--- src/sv/pgmhb_pkg.sv ---
// shared types, constants and the cordic angle table for the polar grid binner
package pgmhb_pkg;

  localparam int NUM_RINGS_DEF   = 20;
  localparam int NUM_SECTORS_DEF = 60;

  localparam int RADIUS_W    = 18;
  localparam int HEIGHT_W    = 17;
  localparam int COORD_W     = 20;
  localparam int ZS_W        = 21;
  localparam int DEPTH_W     = 20;
  localparam int RING_OUT_W  = 5;
  localparam int SECT_OUT_W  = 6;
  localparam int GRID_ADDR_W = 14;
  localparam int IN_TDATA_W  = 80;
  localparam int OUT_TDATA_W = 56;
  localparam int CFG_INDEX_W = 1;
  localparam int CFG_DATA_W  = 18;

  localparam int CORDIC_STEPS = 30;
  localparam int TURN_W       = 30;

  localparam logic [CFG_INDEX_W-1:0] CFG_MAX_RADIUS    = 1'd0;
  localparam logic [CFG_INDEX_W-1:0] CFG_SENSOR_HEIGHT = 1'd1;

  localparam logic [RADIUS_W-1:0] MAX_RADIUS_RST    = 18'd80000;
  localparam logic [HEIGHT_W-1:0] SENSOR_HEIGHT_RST = 17'd2000;

  typedef enum logic [1:0] {
    OP_CLEAR = 2'd0,
    OP_ADD   = 2'd1,
    OP_READ  = 2'd2
  } op_t;

  typedef enum logic [1:0] {
    K_NONE,
    K_CLEAR,
    K_ADD,
    K_READ
  } job_kind_t;

  typedef struct packed {
    job_kind_t                kind;
    logic [RING_OUT_W-1:0]    ring;
    logic [SECT_OUT_W-1:0]    sector;
    logic [GRID_ADDR_W-1:0]   addr;
    logic signed [ZS_W-1:0]   zs;
    logic [DEPTH_W-1:0]       depth;
  } job_t;

  function automatic logic [TURN_W-1:0] atan_turn(input logic [4:0] i);
    logic [TURN_W-1:0] t;
    case (i)
      5'd0:  t = 30'd536870912;
      5'd1:  t = 30'd316933405;
      5'd2:  t = 30'd167458907;
      5'd3:  t = 30'd85004756;
      5'd4:  t = 30'd42667331;
      5'd5:  t = 30'd21354465;
      5'd6:  t = 30'd10679838;
      5'd7:  t = 30'd5340245;
      5'd8:  t = 30'd2670163;
      5'd9:  t = 30'd1335087;
      5'd10: t = 30'd667544;
      5'd11: t = 30'd333772;
      5'd12: t = 30'd166886;
      5'd13: t = 30'd83443;
      5'd14: t = 30'd41722;
      5'd15: t = 30'd20861;
      5'd16: t = 30'd10430;
      5'd17: t = 30'd5215;
      5'd18: t = 30'd2608;
      5'd19: t = 30'd1304;
      5'd20: t = 30'd652;
      5'd21: t = 30'd326;
      5'd22: t = 30'd163;
      5'd23: t = 30'd81;
      5'd24: t = 30'd41;
      5'd25: t = 30'd20;
      5'd26: t = 30'd10;
      5'd27: t = 30'd5;
      5'd28: t = 30'd3;
      5'd29: t = 30'd1;
      default: t = '0;
    endcase
    return t;
  endfunction

endpackage

--- src/sv/pgmhb_job_fifo.sv ---
// short job queue between front and back end
module pgmhb_job_fifo (
  input  logic            clk,
  input  logic            rst,
  input  logic            push,
  input  pgmhb_pkg::job_t push_job,
  output logic            full,
  input  logic            pop,
  output logic            empty,
  output pgmhb_pkg::job_t head
);
  import pgmhb_pkg::*;

  localparam int DEPTH = 4;
  localparam int PTR_W = $clog2(DEPTH);

  job_t             slots [DEPTH];
  logic [PTR_W-1:0] wr_ptr, rd_ptr;
  logic [PTR_W:0]   count;

  assign full  = (count == (PTR_W + 1)'(DEPTH));
  assign empty = (count == '0);
  assign head  = slots[rd_ptr];

  always_ff @(posedge clk) begin
    if (push) begin
      slots[wr_ptr] <= push_job;
    end
  end

  always_ff @(posedge clk) begin
    if (rst) begin
      wr_ptr <= '0;
      rd_ptr <= '0;
      count  <= '0;
    end else begin
      if (push) wr_ptr <= wr_ptr + PTR_W'(1);
      if (pop)  rd_ptr <= rd_ptr + PTR_W'(1);
      case ({push, pop})
        2'b10:   count <= count + (PTR_W + 1)'(1);
        2'b01:   count <= count - (PTR_W + 1)'(1);
        default: count <= count;
      endcase
    end
  end

endmodule

--- config.mk ---
export PLATFORM = sky130hd
export DESIGN_NAME = pgmhb_job_fifo
export DESIGN_NICKNAME = d
export VERILOG_FILES = /design/src/sv/pgmhb_pkg.sv /design/src/sv/pgmhb_job_fifo.sv
export SDC_FILE = /design/constraint.sdc
export NUM_CORES = 1
export LEC_CHECK = 0
export ABC_AREA = 1
export BUFFER_PORTS_ARGS = -buffer_cell sky130_fd_sc_hd__clkbuf_2
export CORE_MARGIN = 1.5
export CORE_UTILIZATION = 59
export CTS_BUF_LIST = sky130_fd_sc_hd__clkbuf_2
export DETAILED_ROUTE_END_ITERATION = 10
export PLACE_DENSITY = 0.81
export SLEW_MARGIN = 20
export SYNTH_ARGS = -nofsm -noshare
export SYNTH_HDL_FRONTEND = slang
export SYNTH_SLANG_ARGS = --single-unit
--- constraint.sdc ---
create_clock -name clk -period 3.3 [get_ports clk]
set_input_delay 0.495 -clock clk [delete_from_list [all_inputs] [get_ports clk]]
set_output_delay 0.495 -clock clk [all_outputs]
set_load 0.005 [all_outputs]
# After elaboration in Yosys (flattened, before gate mapping)
# Memory sizes are Yosys's and may differ from the RTL's. A register that Yosys moved wholly into a read port is not among the register bits.
# Index checks and enable logic that the tools add are counted.
# W data, S select, Z words.
[op_classes]
add_sub_neg = 4
eq_ne = 3
n_mux = 5
n_reduce_logical = 2
[ops]
columns = ["op", "count"]
rows = [
  ["$pmux W3 S2", 1],
  ["$add A2 B1 Y2 const B", 2],
  ["$mux W2", 2],
  ["$add A3 B1 Y3 const B", 1],
  ["$eq A3 B3 Y1 const B", 1],
  ["$logic_not A3 Y1", 1],
  ["$sub A3 B1 Y3 const B", 1],
  ["$eq A2 B1 Y1 const B", 1],
  ["$eq A2 B2 Y1 const B", 1],
  ["$mux W1", 2],
  ["$reduce_bool A2 Y1", 1],
]
[totals]
reg_bits = 7
ramBits = 272
in_bits = 72
output_inout_bits = 70
wordCells = 18
n_memories = 1
[memory_table]
columns = ["name", "words", "word_bits", "rd", "rd_clocked_by_memory_dff", "wr", "line", "source"]
rows = [
  ["slots", 4, 68, 1, 1, 1, "pgmhb_job_fifo.sv:17", "job_t slots [DEPTH];"],
]

# Logic depth before layout (Yosys ltp)
# Gate-level depths: netlist of run 1.
[logic_depth]
depth_word = 3
mapped_depth = 10
ltp_nobuf = 10

# Least setup slack after synthesis of run 1
# Ideal clock, no wire load.
[synth_timing]
kind = "reg-to-reg"
start = "register wr_ptr[0]"
end = "memory slots[2][0] (netlist bit), enable pin"
arrival_time_ps = 1909
required_ps = 2878
path_slack_ps = 969
path_stages_with_launch = 5
synth_period_minus_slack_ps = 2331
cell_sequence = "dfxtp_1 > inv_1 > ha_1 > nand2_1 > inv_1"
[synth_lines]
columns = ["element", "line", "source"]
rows = [
  ["start, declared", "pgmhb_job_fifo.sv:18", "logic [PTR_W-1:0] wr_ptr, rd_ptr;"],
  ["start signal, assigned", "pgmhb_job_fifo.sv:37", "if (push) wr_ptr <= wr_ptr + PTR_W'(1);"],
  ["end, declared", "pgmhb_job_fifo.sv:17", ""],
]
# Straight into the memory's write port.

==> results_dict.tcl, run 1 <==
set metrics [dict create \
    grt_max_degree 137 \
    required_ns 2.80 \
    ys_seq_area_share_pct 79.5 \
    cp_top_family "buffers and inverters" \
    drive_gt1_share_pct 26.2 \
    holdPathEnd "wr_ptr[0]" \
    rrSetupSlack_ns 1.19 \
    slew_headroom_pct 47.6 \
    final_nets 1041 \
    critPathBufInv 3 \
    synth_compound_area_share_pct 11.1 \
    p_leak_nw 4.68 \
    post-cts-setup-buffers 0 \
    dp_hpwl_mm 11.7 \
    synth_xor_area_share_pct 0 \
    min_path_cells 3 \
    clockRootBuffer "clkbuf_2" \
    die_h_um 136 \
    synth_cell_type_count 21 \
    arrival_ns 2.50 \
    crit_type "register to primary output" \
    synth_mux_area_share_pct 0 \
    dp_cells 1049 \
    post_cts_resized 0 \
    grt_pass1_wl_mm 33.7 \
    port-buffer-count 141 \
    post-route-period-util_pct 90.8 \
    final_cell_mix "edfxtp_1 (272), clkbuf_2 (244), nor2_1 (139)" \
    r2r_cells 5 \
    powerDensity_nw_per_um2 545 \
    fillers 1098 \
    path_max_fanout 28 \
    numCtsBuffers 67 \
    dieArea_um2 18600 \
    synth.avg_cell_area_um2 14.7 \
    stdcell_count 1236 \
    gp_congestion 0.714 \
    cts.sinks 281 \
    cts_tree "done" \
    crit_slowest_cell "dfxtp_2" \
    crit_path_start_kind "register" \
    antenna_found_initial 0 \
    core_area_um2 17400 \
    area_delta_synth_final_pct 20.5 \
    slew_violations 0 \
    crit_path_max_incr_delay_ns 0.47 \
    vias_per_cell 5.53 \
    setup_tns_ns 0 \
    drc 0 \
    fin_worst_skew_ns 0.0275 \
    track_usage_pct 24.0 \
    grt_overflow 0 \
    wirelength_mm 21.9 \
    setup_viol 0 \
    synth_area_um2 10500 \
    syn-num-nets 793 \
    cap_violations 0 \
    insertion_delay_ns 0.76 \
    ir_drop_uv 335 \
    worst_setup_path_end_kind "primary output" \
    first_pass_iters 5 \
    synth-simple-area-share_pct 5.49 \
    syn_inst 715 \
    cts_max_level 3 \
    ctsHoldBuffers 70 \
    ant_nets 0 \
    routed-via-count 6841 \
    hold_violations 0 \
    period_minus_slack_ns 3.00 \
    hold_path_startpoint "push" \
    max_slew.worst_pin.slew_ns 0.785 \
    clkTransAtPathRegs_ns 0.11 \
    hold_class "input pin to register" \
    synth_top_family_by_area "compound AO/OA/AOI/OAI gates" \
    r2r_end "slots[0][60]" \
    clock.fmax_ghz 0.334 \
    hold-worst-slack_ns 0.168 \
    clockBufferDepth 3 \
    r2r_start "wr_ptr[0]" \
    worstPathCellList "inv_2 > buf_4 > o21ai_0 > o22ai_1 > clkbuf_2" \
    synth-seq-cells 281 \
    dieWidth_um 136 \
    status "complete, no violations" \
    rsz0062_at_grt "false" \
    post_drt_wl_per_cell_um 17.7 \
    drtIter0Drc 431 \
    num_io_pins 142 \
    synthAdderAreaFrac_pct 0.786 \
    grt_pass1_vias 6868 \
    final_common_cell "edfxtp_1" \
    yosysWarnings 0 \
    row_count 48 \
    start_util_pct 60.5 \
]
-- metrics by stage --
stage	instance area [um^2]	power, mW	worst slack, ns	util (%)
6_report	12700	6.90	0.304	72.9
5_1_grt	12600	7.21	0.0683	72.9
4_1_cts	12600	6.94	0.242	72.9
3_5_place_dp	11400	4.83	1.08	65.6
3_3_place_gp	11400	4.80	1.10	65.6
2_1_floorplan	10500	4.53	0.969	-
-- routing by layer --
layer	vias to the layer above	wire length (um)	global-route usage [%]
met1	3256	8620	30.4
met2	322	10900	39.2
li1	3226	-	-
met3	37	1980	6.86
met4	0	430	9.93
met5	-	0	0
-- kinds of logic after synthesis --
kind of cell / Yosys count
flip-flops: 281
AO/OA/AOI/OAI: 215
AND/OR/NAND/NOR: 152
buffers and inverters: 61
adder cells (fa/ha/maj): 6
-- layout make-up --
| type | instances | area [um^2] | share of cell area (%) |
|---|---|---|---|
| clock inverter | 13 | 50.0 | 0.396 |
| clock buffer | 103 | 515 | 4.07 |
| inverter | 18 | 77.6 | 0.613 |
| multi-input combinational | 373 | 1820 | 14.4 |
| timing repair buffer | 222 | 1550 | 12.3 |
| antenna | 1 | 2.50 | 0.0198 |
| tap | 225 | 282 | 2.23 |
| sequential | 281 | 8350 | 66.0 |
-- worst reg2reg max path: cells and delay by family, from the launching register on --
kind	cells	cell delay [ns]
buffers and inverters	3	1.15
flip-flops	1	0.37
adder cells (fa/ha/maj)	1	0.22
AND/OR/NAND/NOR	1	0.09
-- registers in the layout, indices dropped and copies added, names as in the netlist, named ones only --
name    cells
slots     272
wr_ptr      2
rd_ptr      2
count       3
-- where the power goes --
part | internal, mW | switching (mW) | total (mW)
Combinational | 0.279 | 0.431 | 0.711
Clock | 0.817 | 1.26 | 2.08
Sequential | 4.07 | 0.0418 | 4.11
Total | 5.17 | 1.73 | 6.90
-- synthesized netlist by cell type --
library cell | instances | area, um^2
a21oi_1 | 5 | 25.0
buf_2 | 12 | 60.1
buf_6 | 9 | 101
clkbuf_1 | 11 | 41.3
clkbuf_2 | 9 | 45.0
clkbuf_4 | 2 | 15.0
dfxtp_1 | 9 | 180
edfxtp_1 | 272 | 8170
fa_1 | 1 | 20.0
ha_1 | 5 | 62.6
inv_1 | 16 | 60.1
inv_2 | 1 | 3.75
inv_6 | 1 | 8.76
nand2_1 | 9 | 33.8
nand3_1 | 1 | 5.00
nand4_1 | 1 | 6.26
nor2_1 | 139 | 522
nor3_1 | 2 | 10.0
o21ai_0 | 137 | 686
o21ai_1 | 5 | 25.0
o22ai_1 | 68 | 425
-- how the worst max path moves through the flow --
stage	startpoint	end	slack, ns	cells past startpoint
6_report	register	head[60]	0.30	5
5_1_grt	register	head[60]	0.07	5
4_1_cts	register	head[60]	0.24	5
3_5_place_dp	register	head[60]	1.08	5
3_3_place_gp	register	head[21]	1.10	4
2_1_floorplan	wr_ptr[0]	slots[2][0]	0.97	4
Power figures use the tool's default switching activity.
==> run 2: changes to the inputs <==
- CORE_UTILIZATION: 59 -> 57
- CTS_BUF_LIST: sky130_fd_sc_hd__clkbuf_2 -> not set
- GPL_TIMING_DRIVEN: not set -> 0
- PLACE_DENSITY: 0.81 -> 0.79
==> results_dict.tcl, run 2 (same netlist as run 1, synthesis figures left out) <==
set metrics [dict create \
    cts_max_level 1 \
    grt_max_degree 53 \
    cts.sinks 281 \
    cap_violations 0 \
    max_flop_register "slots" \
    port-buffer-count 141 \
    rsz0062_at_grt "false" \
    arrival_ns 2.11 \
    num_io_pins 142 \
    finalPower_mw 7.49 \
    antenna_found_initial 1 \
    area_delta_synth_final_pct 17.6 \
    ir_drop_uv 445 \
    grt_pass1_wl_mm 34.6 \
    post_cts_resized 0 \
    start_util_pct 58.3 \
    fillers 1234 \
    row_count 49 \
    clock.fmax_ghz 0.384 \
    slew_headroom_pct 65.0 \
    dieWidth_um 139 \
    slew_violations 0 \
    gp_congestion 0.736 \
    period_minus_slack_ns 2.60 \
    final_common_cell "edfxtp_1" \
    dp_cells 1089 \
    status "complete, no violations" \
    post-route-period-util_pct 78.9 \
    post_drt_wl_per_cell_um 19.8 \
    drc 0 \
    dp_hpwl_mm 13.7 \
    hold_violations 0 \
    crit_path_start_kind "register" \
    p_leak_nw 4.44 \
    setup_viol 0 \
    post-cts-setup-buffers 0 \
    clkTransAtPathRegs_ns 0.06 \
    routed-via-count 6573 \
    hold_class "input pin to register" \
    numCtsBuffers 27 \
    drive_gt1_share_pct 23.8 \
    top_regs "slots x272, count x3" \
    final_nets 967 \
    core_area_um2 18000 \
    insertion_delay_ns 0.51 \
    worst_setup_path_end_kind "primary output" \
    dieArea_um2 19300 \
    ant_nets 0 \
    crit_type "register to primary output" \
    final_cell_mix "edfxtp_1 (272), clkbuf_2 (150), nor2_1 (139)" \
    path_max_fanout 10 \
    drtIter0Drc 481 \
    grt_overflow 0 \
    max_slew.worst_pin.slew_ns 0.525 \
    clockBufferDepth 3 \
    clockRootBuffer "clkbuf_16" \
    first_pass_iters 7 \
    track_usage_pct 23.1 \
    wirelength_mm 22.4 \
    powerDensity_nw_per_um2 606 \
    stdcell_count 1134 \
    ctsHoldBuffers 0 \
    vias_per_cell 5.80 \
    cts_tree "done" \
    die_h_um 139 \
    fin_worst_skew_ns 0.0113 \
    required_ns 2.80 \
    largest_reg_flops 272 \
    grt_pass1_vias 6516 \
]
## run 2: cell count changes in the layout (fill, tap and decap cells not counted), sizes merged
| cell | before | now |
|---|---|---|
| clkbuf | 244 | 198 |
| clkinv | 16 | 9 |
| inv | 15 | 18 |
| dlygate4sd3 | 70 | 0 |
| buf | 11 | 25 |
## run 2: report_power, final
part | switching [mW] | internal [mW] | leakage, nW
logic | 0.446 | 0.251 | 1.49
registers | 0.0372 | 4.07 | 2.57
clock network | 1.19 | 1.49 | 0.368
total | 1.68 | 5.81 | 4.44
## run 2: final timing paths
path                      from            to  slack, ns  depth (start not counted)
hold reg to reg      rd_ptr[1]     rd_ptr[1]       0.48                          1
hold / removal    push_job[15]  slots[2][15]       0.19                          1
setup reg to reg     wr_ptr[0]  slots[0][40]       1.60                          5
setup / recovery      register       head[1]       0.70                          5
## run 2: metrics by stage
step	hold WS (ns)	setup WS (ns)	TNS, ns	util [%]	cell area [um^2]
finish	0.188	0.697	0	68.5	12300
global route	0.180	0.584	0	68.5	12300
CTS	0.168	0.692	0	68.5	12300
detailed placement	0.458	1.24	0	64.4	11600
global placement	0.452	-0.127	-17.15	63.8	11500
floorplan	0.412	0.969	0	-	10500
## run 2: cell type report
class	count	area, um^2	area share, %
antenna	1	2.50	0.0203
buffer	43	263	2.13
clock buffer	35	706	5.71
clock inverter	9	40.0	0.324
inverter	18	82.6	0.669
multi-input combinational	373	1820	14.7
sequential	281	8350	67.6
tap	229	287	2.32
timing repair buffer	145	801	6.48
## run 2: metal layers
metal | vias up | GRT usage [%] | routed length (um)
met1 | 3224 | 31.7 | 9090
met3 | 44 | 4.52 | 1790
li1 | 3038 | - | -
met5 | - | 0 | 0
met2 | 267 | 38.4 | 11100
met4 | 0 | 6.30 | 474
## run 2: worst max-delay path, stage by stage (launching register included)
cell      delay (ns)
dfxtp_1         0.40
inv_2           0.16
clkbuf_1        0.41
o21ai_0         0.20
o22ai_1         0.25
clkbuf_2        0.18
==> run 3: changes to the inputs <==
- clock period: 3.3 -> 2.6 ns (I/O delays scaled with it)
==> results_dict.tcl, run 3 (same netlist as run 1, synthesis figures left out) <==
set metrics [dict create \
    max_flop_register "slots" \
    grt_pass1_wl_mm 34.6 \
    dieWidth_um 139 \
    final_cell_mix "edfxtp_1 (272), clkbuf_2 (151), nor2_1 (139)" \
    ant_nets 0 \
    cts_max_level 1 \
    track_usage_pct 23.1 \
    setup_slack_ns 0.147 \
    ctsHoldBuffers 0 \
    antenna_found_initial 1 \
    clockRootBuffer "clkbuf_16" \
    first_pass_iters 6 \
    insertion_delay_ns 0.51 \
    swShare_pct 22.4 \
    clockBufferDepth 3 \
    placed_area_um2 11600 \
    dp_hpwl_mm 13.7 \
    post-route-period-util_pct 94.4 \
    place_ws_ns 0.650 \
    p_int_mw 7.38 \
    core_area_um2 18000 \
    hold_violations 0 \
    post_cts_resized 0 \
    final_common_cell "edfxtp_1" \
    rsz0062_at_grt "false" \
    die_h_um 139 \
    period_minus_slack_ns 2.45 \
    cp_top_family "buffers and inverters" \
    rrSetupSlack_ns 0.90 \
    crit_slowest_cell "clkbuf_1" \
    grt_pass1_vias 6516 \
    fillers 1236 \
    drive_gt1_share_pct 23.9 \
    worst_setup_path_end_kind "primary output" \
    clock.fmax_ghz 0.408 \
    p_seq_share_pct 54.9 \
    drc 0 \
    crit_type "register to primary output" \
    cap_violations 0 \
    slew_violations 0 \
    hold-worst-slack_ns 0.0826 \
    post_drt_wl_per_cell_um 19.8 \
    largest_reg_flops 272 \
    wirelength_mm 22.4 \
    slew_headroom_pct 65.0 \
    numCtsBuffers 27 \
    vias_per_cell 5.79 \
    path_max_fanout 10 \
    max_slew.worst_pin.slew_ns 0.525 \
    gp_congestion 0.736 \
    arrival_ns 2.06 \
    critPathBufInv 4 \
    post-cts-setup-buffers 0 \
    switchingPower_mw 2.12 \
    row_count 49 \
    pwr-share-clk_pct 35.8 \
    status "complete, no violations" \
    routed-via-count 6563 \
    ir_drop_uv 564 \
    grt_max_degree 53 \
    fin_area_um2 12400 \
    top_regs "slots x272, count x3" \
    worstPathCellList "buf_6 > inv_6 > clkbuf_1 > o21ai_0 > o22ai_1 > clkbuf_2" \
    hold_class "input pin to register" \
    cts_tree "done" \
    powerDensity_nw_per_um2 769 \
    drtIter0Drc 487 \
    final_nets 967 \
    crit_path_start_kind "register" \
    dieArea_um2 19300 \
    grt_overflow 0 \
    p_leak_nw 4.44 \
    port-buffer-count 141 \
    fin_worst_skew_ns 0.0110 \
    clkTransAtPathRegs_ns 0.06 \
    num_io_pins 142 \
    cts.sinks 281 \
    crit_path_max_incr_delay_ns 0.41 \
    combPwrFrac_pct 9.3 \
    area_delta_synth_final_pct 17.6 \
    start_util_pct 58.3 \
    setup_viol 0 \
    required_ns 2.21 \
]
## run 3: metal layers
layer / vias up / global-route usage, % / share of wire [%]
met5: - / 0 / 0
met4: 0 / 6.30 / 2.1
met3: 44 / 4.52 / 8.2
met2: 268 / 38.4 / 50
met1: 3215 / 31.7 / 40
li1: 3036 / - / -
## run 3: path summary, 6_finish.rpt
check | to | depth (start not counted) | start
worst max register to register | slots[0][40] | 5 | wr_ptr[0]
worst min register to register | rd_ptr[1] | 1 | rd_ptr[1]
worst max-delay path | head[28] | 6 | register
worst min-delay path | slots[2][15] | 1 | push_job[15]
## run 3: worst reg2reg max path: stages (launching register included)
cell	delay (ns)
dfxtp_1	0.32
inv_1	0.12
ha_1	0.16
nand2_1	0.08
inv_4	0.36
buf_16	0.30
## run 3: stage by stage
stage               power, mW  std cells  utilization (%)  TNS (ns)
floorplan                5.75        715                -         0
CTS                      9.56       1133             68.5         0
detailed placement       6.20       1089             64.4         0
global placement         6.16       1085             63.8   -186.19
global route             9.84       1133             68.5         0
finish                   9.50       1134             68.5         0
## run 3: cell type report
class	instances	area, um^2	area share [%]
Antenna cell	1	2.50	0.0203
Buffer	43	264	2.14
Clock inverter	9	40.0	0.324
Timing Repair Buffer	145	801	6.48
Sequential cell	281	8350	67.6
Clock buffer	35	706	5.71
Tap cell	229	287	2.32
Multi-Input combinational cell	373	1820	14.7
Inverter	18	82.6	0.669
## run 3: power groups by stage
stage / logic (mW) / registers (mW) / clock network, mW
floorplan: 0.443 / 5.31 / 0
global placement: 0.839 / 5.32 / 0
detailed placement: 0.888 / 5.31 / 0
CTS: 0.893 / 5.22 / 3.45
global route: 0.973 / 5.23 / 3.64
finish: 0.885 / 5.22 / 3.40
